**src/sv/bth_pkg.sv**
```systemverilog
// ----------------------------------------------------------------------------
// bth_pkg
// Shared types, constants and the object length table for the BTHome
// temperature parser.
// ----------------------------------------------------------------------------
package bth_pkg;

    localparam int PAYLOAD_BYTES_MAX_DEF = 255;

    localparam int TEMP_W = 20;

    localparam logic [7:0]  AD_TYPE_SVC16  = 8'h16;
    localparam logic [15:0] UUID_RESET     = 16'hFCD2;
    localparam logic [7:0]  OBJ_TEMP_CENTI = 8'h02;
    localparam logic [7:0]  OBJ_TEMP_DECI  = 8'h45;

    // parser state carried from byte to byte
    typedef struct packed {
        logic [7:0]               field_remaining;
        logic [7:0]               field_type;
        logic [7:0]               field_offset;
        logic [7:0]               uuid_low_byte;
        logic                     in_service_field;
        logic                     walk_stopped;
        logic [7:0]               object_id;
        logic [2:0]               object_bytes_left;
        logic [15:0]              object_value;
        logic signed [TEMP_W-1:0] pending_temperature;
        logic                     pending_valid;
        logic                     final_found;
        logic                     final_valid;
        logic signed [TEMP_W-1:0] final_temperature;
    } t_state;

    // number of data bytes that follow an object id
    function automatic logic [2:0] obj_data_len(input logic [7:0] id);
        logic [2:0] len;
        case (id) inside
            [8'h0F:8'h2D]:
                len = 3'd1;
            8'h02, 8'h03, 8'h06, 8'h07, 8'h08, 8'h0C, 8'h0D, 8'h0E, 8'h2F,
            8'h3D, 8'h40, 8'h41, 8'h43, 8'h44, 8'h45, 8'h46, 8'h48, 8'h49,
            8'h4A, 8'h4F, 8'h51, 8'h52:
                len = 3'd2;
            8'h04, 8'h05, 8'h0A, 8'h0B, 8'h42, 8'h4B:
                len = 3'd3;
            8'h3E, 8'h47, 8'h4C, 8'h4D, 8'h4E, 8'h50:
                len = 3'd4;
            default:
                len = 3'd1;
        endcase
        return len;
    endfunction

endpackage

```
**src/sv/bth_intf.sv**
```systemverilog
// ----------------------------------------------------------------------------
// bth channel interfaces
// Valid/ready channels for payload bytes, parse results and the UUID
// register write.
// ----------------------------------------------------------------------------
interface bth_in_if;
    logic       valid;
    logic       ready;
    logic [7:0] payload_byte;
    logic       last_byte;

    modport source (output valid, output payload_byte, output last_byte, input ready);
    modport sink   (input valid, input payload_byte, input last_byte, output ready);
endinterface

interface bth_out_if;
    logic                              valid;
    logic                              ready;
    logic                              service_found;
    logic                              temperature_valid;
    logic signed [bth_pkg::TEMP_W-1:0] temperature_centi;

    modport source (output valid, output service_found, output temperature_valid,
                    output temperature_centi, input ready);
    modport sink   (input valid, input service_found, input temperature_valid,
                    input temperature_centi, output ready);
endinterface

interface bth_cfg_if;
    logic        valid;
    logic        ready;
    logic [15:0] service_uuid;

    modport source (output valid, output service_uuid, input ready);
    modport sink   (input valid, input service_uuid, output ready);
endinterface

```
**src/sv/bth_step.sv**
```systemverilog
// ----------------------------------------------------------------------------
// bth_step
// One parser step: next state of the AD structure walk and the BTHome
// object decoder for one payload byte.
// ----------------------------------------------------------------------------
module bth_step (
    input  bth_pkg::t_state i_state,
    input  logic [7:0]      i_byte,
    input  logic [15:0]     i_uuid,
    input  logic            i_walk_en,
    output bth_pkg::t_state o_state
);

    bth_pkg::t_state n_s;
    logic [15:0]                       n_value;
    logic signed [bth_pkg::TEMP_W-1:0] raw_ext;
    logic signed [bth_pkg::TEMP_W-1:0] raw_x10;

    // next object value and both temperature scalings
    assign n_value = {i_byte, i_state.object_value[15:8]};
    assign raw_ext = bth_pkg::TEMP_W'($signed(n_value));
    assign raw_x10 = (raw_ext <<< 3) + (raw_ext <<< 1);

    always_comb begin
        n_s = i_state;
        if (i_walk_en) begin
            if (i_state.field_remaining == 8'd0) begin
                if (i_byte == 8'd0) begin
                    n_s.walk_stopped = 1'b1;
                end else begin
                    n_s.field_remaining  = i_byte;
                    n_s.field_offset     = 8'd0;
                    n_s.in_service_field = 1'b0;
                end
            end else begin
                if (i_state.field_offset == 8'd0) begin
                    n_s.field_type = i_byte;
                end else if (i_state.field_offset == 8'd1) begin
                    n_s.uuid_low_byte = i_byte;
                end else if (i_state.field_offset == 8'd2) begin
                    if (i_state.field_type == bth_pkg::AD_TYPE_SVC16 &&
                        i_state.field_remaining >= 8'd2 &&
                        {i_byte, i_state.uuid_low_byte} == i_uuid) begin
                        n_s.in_service_field    = 1'b1;
                        n_s.object_bytes_left   = 3'd0;
                        n_s.object_id           = 8'd0;
                        n_s.object_value        = 16'd0;
                        n_s.pending_valid       = 1'b0;
                        n_s.pending_temperature = '0;
                    end
                end else if (i_state.field_offset >= 8'd4 && i_state.in_service_field) begin
                    // byte offset three is the device-info byte
                    if (i_state.object_bytes_left == 3'd0) begin
                        n_s.object_id         = i_byte;
                        n_s.object_bytes_left = bth_pkg::obj_data_len(i_byte);
                        n_s.object_value      = 16'd0;
                    end else begin
                        n_s.object_value      = n_value;
                        n_s.object_bytes_left = i_state.object_bytes_left - 3'd1;
                        if (i_state.object_bytes_left == 3'd1) begin
                            if (i_state.object_id == bth_pkg::OBJ_TEMP_CENTI) begin
                                n_s.pending_temperature = raw_ext;
                                n_s.pending_valid       = 1'b1;
                            end else if (i_state.object_id == bth_pkg::OBJ_TEMP_DECI) begin
                                n_s.pending_temperature = raw_x10;
                                n_s.pending_valid       = 1'b1;
                            end
                        end
                    end
                end
                n_s.field_offset    = i_state.field_offset + 8'd1;
                n_s.field_remaining = i_state.field_remaining - 8'd1;
                // matching field complete: latch the result and stop walking
                if (i_state.field_remaining == 8'd1 && n_s.in_service_field) begin
                    n_s.final_found       = 1'b1;
                    n_s.final_valid       = n_s.pending_valid;
                    n_s.final_temperature = n_s.pending_valid ? n_s.pending_temperature : '0;
                    n_s.walk_stopped      = 1'b1;
                end
            end
        end
    end

    assign o_state = n_s;

endmodule

```
**src/sv/ble_adv_bthome_temperature_parser.sv**
```systemverilog
// ----------------------------------------------------------------------------
// ble_adv_bthome_temperature_parser
// BLE advertising payload parser that extracts a BTHome v2 temperature.
// ----------------------------------------------------------------------------
// Takes one payload byte per transfer and can take a byte in every cycle unless
// a waiting result is not taken; the parse step for a byte is done in the cycle
// it is accepted. On the byte flagged as last, one result (service found,
// temperature valid, temperature in hundredths of a degree) is loaded into the
// output register, which drives the output channel; the parser state is then
// cleared for the next payload. While a result waits to be taken, a new byte
// is still accepted in the same cycle that the result transfer completes.
// Bytes beyond PAYLOAD_BYTES_MAX in one payload are ignored except for their
// last-byte flag. The service UUID register (reset 0xFCD2) is always ready and
// should only be written between payloads.
module ble_adv_bthome_temperature_parser #(
    parameter int PAYLOAD_BYTES_MAX = bth_pkg::PAYLOAD_BYTES_MAX_DEF
) (
    input  logic       i_clk,
    input  logic       i_rst_n,
    bth_in_if.sink     i_in,
    bth_out_if.source  o_out,
    bth_cfg_if.sink    i_cfg
);

    localparam int CNT_W = $clog2(PAYLOAD_BYTES_MAX + 1);

    bth_pkg::t_state r_state;
    bth_pkg::t_state n_state;
    bth_pkg::t_state step_state;
    logic [CNT_W-1:0] r_cnt;
    logic [CNT_W-1:0] n_cnt;
    logic [15:0]      r_uuid;
    logic             r_out_valid;
    logic             r_out_found;
    logic             r_out_tvalid;
    logic signed [bth_pkg::TEMP_W-1:0] r_out_temp;

    logic in_xfer;
    logic walk_en;
    logic cnt_open;

    assign i_in.ready  = !r_out_valid || o_out.ready;
    assign in_xfer     = i_in.valid && i_in.ready;
    assign i_cfg.ready = 1'b1;

    assign cnt_open = r_cnt < CNT_W'(PAYLOAD_BYTES_MAX);
    assign walk_en  = cnt_open && !r_state.walk_stopped;

    bth_step u_step (
        .i_state   (r_state),
        .i_byte    (i_in.payload_byte),
        .i_uuid    (r_uuid),
        .i_walk_en (walk_en),
        .o_state   (step_state)
    );

    always_comb begin
        n_state = r_state;
        n_cnt   = r_cnt;
        if (in_xfer) begin
            if (i_in.last_byte) begin
                n_state = '0;
                n_cnt   = '0;
            end else begin
                n_state = step_state;
                n_cnt   = cnt_open ? r_cnt + CNT_W'(1) : r_cnt;
            end
        end
    end

    always_ff @(posedge i_clk) begin
        if (!i_rst_n) begin
            r_state     <= '0;
            r_cnt       <= '0;
            r_uuid      <= bth_pkg::UUID_RESET;
            r_out_valid <= 1'b0;
        end else begin
            r_state <= n_state;
            r_cnt   <= n_cnt;
            if (i_cfg.valid) begin
                r_uuid <= i_cfg.service_uuid;
            end
            if (in_xfer && i_in.last_byte) begin
                r_out_valid <= 1'b1;
            end else if (o_out.ready) begin
                r_out_valid <= 1'b0;
            end
        end
    end

    // result payload, loaded on the last byte
    always_ff @(posedge i_clk) begin
        if (in_xfer && i_in.last_byte) begin
            r_out_found  <= step_state.final_found;
            r_out_tvalid <= step_state.final_found && step_state.final_valid;
            r_out_temp   <= (step_state.final_found && step_state.final_valid) ?
                            step_state.final_temperature : '0;
        end
    end

    assign o_out.valid             = r_out_valid;
    assign o_out.service_found     = r_out_found;
    assign o_out.temperature_valid = r_out_tvalid;
    assign o_out.temperature_centi = r_out_temp;

`ifndef SYNTHESIS
    a_result_on_last: assert property (@(posedge i_clk) disable iff (!i_rst_n)
        in_xfer && i_in.last_byte |=> r_out_valid)
        else $error("no result after last byte");

    a_no_result_mid: assert property (@(posedge i_clk) disable iff (!i_rst_n)
        in_xfer && !i_in.last_byte |=> !r_out_valid)
        else $error("result without last byte");

    a_clear_after_last: assert property (@(posedge i_clk) disable iff (!i_rst_n)
        in_xfer && i_in.last_byte |=> r_cnt == '0 && !r_state.walk_stopped &&
        !r_state.final_found)
        else $error("parser state not cleared after last byte");

    a_temp_zero: assert property (@(posedge i_clk) disable iff (!i_rst_n)
        r_out_valid && !r_out_tvalid |-> r_out_temp == '0)
        else $error("temperature nonzero without valid flag");
`endif

endmodule
```
**src/flat_wrapper.sv**
```systemverilog
// flat-port wrapper written by rule: the top's interface ports become plain ports
module ble_adv_bthome_temperature_parser_flat 
#(
    parameter int PAYLOAD_BYTES_MAX = bth_pkg::PAYLOAD_BYTES_MAX_DEF
)
  (i_clk, i_rst_n, i_in_valid, i_in_payload_byte, i_in_last_byte, i_in_ready, o_out_valid, o_out_service_found, o_out_temperature_valid, o_out_temperature_centi, o_out_ready, i_cfg_valid, i_cfg_service_uuid, i_cfg_ready);
  bth_in_if i_in_i ();
  bth_out_if o_out_i ();
  bth_cfg_if i_cfg_i ();
  input  logic i_clk;
  input  logic i_rst_n;
  input wire logic [$bits(i_in_i.valid)-1:0] i_in_valid;
  input wire logic [$bits(i_in_i.payload_byte)-1:0] i_in_payload_byte;
  input wire logic [$bits(i_in_i.last_byte)-1:0] i_in_last_byte;
  output wire logic [$bits(i_in_i.ready)-1:0] i_in_ready;
  output wire logic [$bits(o_out_i.valid)-1:0] o_out_valid;
  output wire logic [$bits(o_out_i.service_found)-1:0] o_out_service_found;
  output wire logic [$bits(o_out_i.temperature_valid)-1:0] o_out_temperature_valid;
  output wire logic [$bits(o_out_i.temperature_centi)-1:0] o_out_temperature_centi;
  input wire logic [$bits(o_out_i.ready)-1:0] o_out_ready;
  input wire logic [$bits(i_cfg_i.valid)-1:0] i_cfg_valid;
  input wire logic [$bits(i_cfg_i.service_uuid)-1:0] i_cfg_service_uuid;
  output wire logic [$bits(i_cfg_i.ready)-1:0] i_cfg_ready;
  assign i_in_i.valid = i_in_valid;
  assign i_in_i.payload_byte = i_in_payload_byte;
  assign i_in_i.last_byte = i_in_last_byte;
  assign i_in_ready = i_in_i.ready;
  assign o_out_valid = o_out_i.valid;
  assign o_out_service_found = o_out_i.service_found;
  assign o_out_temperature_valid = o_out_i.temperature_valid;
  assign o_out_temperature_centi = o_out_i.temperature_centi;
  assign o_out_i.ready = o_out_ready;
  assign i_cfg_i.valid = i_cfg_valid;
  assign i_cfg_i.service_uuid = i_cfg_service_uuid;
  assign i_cfg_ready = i_cfg_i.ready;
  ble_adv_bthome_temperature_parser #(.PAYLOAD_BYTES_MAX(PAYLOAD_BYTES_MAX)) u_core (.i_clk(i_clk), .i_rst_n(i_rst_n), .i_in(i_in_i), .o_out(o_out_i), .i_cfg(i_cfg_i));
endmodule
```
**config.mk**
```make
export PLATFORM = sky130hd
export DESIGN_NAME = ble_adv_bthome_temperature_parser_flat
export DESIGN_NICKNAME = d
export VERILOG_FILES = /design/src/sv/bth_pkg.sv /design/src/sv/bth_intf.sv /design/src/sv/bth_step.sv /design/src/sv/ble_adv_bthome_temperature_parser.sv /design/src/flat_wrapper.sv
export SDC_FILE = /design/constraint.sdc
export NUM_CORES = 1
export LEC_CHECK = 0
export BUFFER_PORTS_ARGS = -buffer_cell sky130_fd_sc_hd__buf_2
export CORE_MARGIN = 1.5
export CORE_UTILIZATION = 25
export CTS_CLUSTER_SIZE = 24
export DETAILED_ROUTE_END_ITERATION = 8
export PLACE_DENSITY_LB_ADDON = 0.3
export SLEW_MARGIN = 0
export SYNTH_ARGS = -nofsm -noshare
export SYNTH_HDL_FRONTEND = slang
export SYNTH_SLANG_ARGS = --single-unit
```
**constraint.sdc**
```tcl
create_clock -name i_clk -period 3.3 [get_ports i_clk]
set_input_delay 0.33 -clock i_clk [delete_from_list [all_inputs] [get_ports i_clk]]
set_output_delay 0.33 -clock i_clk [all_outputs]
set_load 0.01 [all_outputs]
```
==> impl_metrics.yaml <==
run_status:
  status: "finished clean"
clocking:
  cts_sinks: 143
  htreeDepth: 4
  cts_tree: "yes"
  clkTransAtPathRegs_ps: 60
  clock_latency_ps: 430
  root_buffer: "clkbuf_16"
  cts_buffers: 17
  cts_buffer_depth: 2
layout:
  drive_gt1_share_pct: 14.4
  area_growth_pct: 18.5
  regArea_sq_mm: 0.00308
  fin_nets: 1065
  multiInputGateArea_sq_mm: 0.00461
  final_common_cell: "dfxtp_1"
  layout_common_cells: "dfxtp_1, nand2_1, nor2_1"
  fillers: 3378
  antenna_cells: 0
synthesis:
  ys_dominant_reg_cell: "dfxtp_1"
  yosysSeqAreaShare_pct: 38.5
  ys_ff_latch: 143
  syn_area_sq_mm: 0.00801
  synth_cells: 942
  syn_nets: 1001
  synth-async-reset-ratio_pct: 0
  ys_warn_count: 0
  synth_edf_count: 22
  avgSynthCellArea_sq_um: 8.50
  synth_cell_types: 82
pwr:
  power.total_w: 0.00444
  p_leak_nw: 3.60
  p_clk_share_pct: 45.0
  p_comb_share_pct: 13.4
  switching_share_pct: 27.5
  p_sw_w: 0.00122
  internal_power_w: 0.00322
  powerDensity_mw_per_mm2: 468
  pwr-share-seq_pct: 41.6
  vdd_drop_max_mv: 0.319
floorplanning:
  rows: 65
  die_area_sq_mm: 0.0331
  die_x_um: 182
  initial_core_util_pct: 25.4
  boundaryPins: 55
  die_y_um: 182
  core_sq_mm: 0.0316
global_route:
  grt_start_max_net_pins: 37
  grt_pass1_vias: 6820
  grt_remaining_overflow: 0
  antenna_found_initial: 1
  grt_pass1_wl_mm: 38.1
  groute.usage.overall_pct: 14.6
routing:
  ant_nets: 0
  drtIter0Drc: 685
  vias: 7295
  wl_per_cell_um: 16.9
  drtPass1Iterations: 5
  wirelength_mm: 24.0
  drc_errors: 0
  via_per_inst: 5.13
setup_path:
  worstPathRequired_ps: 3470
  setup.worst_path.end_class: "flip-flop"
  startpoint_type: "flip-flop"
  cp_data_arrival_time_ps: 3360
  critPathMaxFanout: 8
  critPathKind: "reg -> reg"
timing:
  rsz0062_at_grt: "yes"
  slew_violations: 0
  fin_crit_ps: 3200
  setup_viol: 0
  timing.slew.headroom_pct: 39.9
  post-route-period-util_pct: 96.8
  hold_viol_final: 0
  timing.fmax_ghz: 0.313
  tightest_slew_ps: 894
  skew_ps: 17.2
  whs_ps: 120
placed_design:
  numPortBuffers: 53
  gp_congestion: 0.850
  place_hpwl_mm: 17.7
run:
  maxCapViolCount: 0
hold_path:
  hold_class: "in -> reg"
## power groups by stage
stage | combinational (W) | sequential [W] | clock (W)
6_report | 0.000597 | 0.00185 | 0.00200
5_1_grt | 0.000659 | 0.00185 | 0.00210
4_1_cts | 0.000593 | 0.00184 | 0.00203
3_5_place_dp | 0.000591 | 0.00188 | 0
3_3_place_gp | 0.000591 | 0.00188 | 0
2_1_floorplan | 0.000393 | 0.00188 | 0
## area by class of cell
class | count | share of cell area, %
inverters | 32 | 1.27
repair buffers | 95 | 6.12
well taps | 402 | 5.30
clock buffers | 20 | 4.60
multi-input cells | 717 | 48.6
flip-flops and latches | 143 | 32.5
clock inverters | 12 | 1.69
## synth_stat cells, drive strengths merged, types with 14 or more instances
cell,instances,area (sq um)
nor2,79,315
nand2,114,430
a31oi,17,106
clkbuf,41,154
o211ai,15,113
a22o,25,219
o21ai,63,315
ha,28,350
a21oi,60,300
nor3,24,120
nand4,14,87.6
xor2,22,193
edfxtp,22,661
nand3,23,120
inv,32,120
dfxtp,121,2420
mux2i,38,380
## critical path, stage by stage, from the launching register on
cell and delay, ps:
dfxtp_1 470, inv_1 110, ha_1 270, or2_2 370, nand3_1 220, nand2_1 140
or3_1 470, a31o_2 290, a311oi_1 490, o2bb2ai_1 100
## cells by family (layout without fill, tap and decap cells)
family / Yosys count / in the layout / synth area share, %
buffers and inverters: 82 / 159 / 4.05
DFF: 143 / 143 / 38.5
and+or+nand+nor: 346 / 346 / 21.6
AOI/OAI and AO/OA: 268 / 268 / 22.7
adders and majority gates: 29 / 29 / 4.62
other: 1 / 1 / 0.0468
muxes: 38 / 38 / 4.75
xor gates and xnor gates: 35 / 35 / 3.83
## per-layer routing
layer	GRT usage (%)	part of all wire (%)
met1	20.9	50
met4	4.53	1.9
met3	2.61	5.5
met5	0	0
met2	22.0	43
## path summary, 6_finish.rpt
kind	from	to	slack [ps]	cells after the start
worst min-delay path	i_cfg_service_uuid[6]	u_core.r_uuid[6]	120	3
worst min register to register	u_core.r_state[13]	u_core.r_state[13]	450	2
worst max register to register	u_core.r_state[80]	u_core.o_out.temperature_centi[13]	100	9
worst max-delay path	u_core.r_state[80]	u_core.o_out.temperature_centi[13]	100	9
## per-stage QoR
stage               setup TNS, ps  cell area, sq um  worst slack, ps  utilization (%)  cells
floorplan                       0              8010              521                -    942
global placement                0              8890              137             28.2   1388
detailed placement              0              8890             98.4             28.2   1388
CTS                             0              9480             86.6             30.1   1420
global route                 -488              9490            -45.8             30.1   1421
finish                          0              9490              104             30.1   1421
## what timing repair did
item	CTS	global route
setup buffers	0	0
hold buffers	0	0
endpoints found under the setup margin	0	27
gates resized for setup	0	1
## sequential cells by signal (all words and copies together) (netlist names)
register / cells
u_core.o_out.service_found: 1
u_core.o_out.temperature_centi: 20
u_core.o_out.temperature_valid: 1
u_core.o_out.valid: 1
u_core.r_cnt: 8
u_core.r_state: 96
u_core.r_uuid: 16
(Power assumes the default switching activity.)
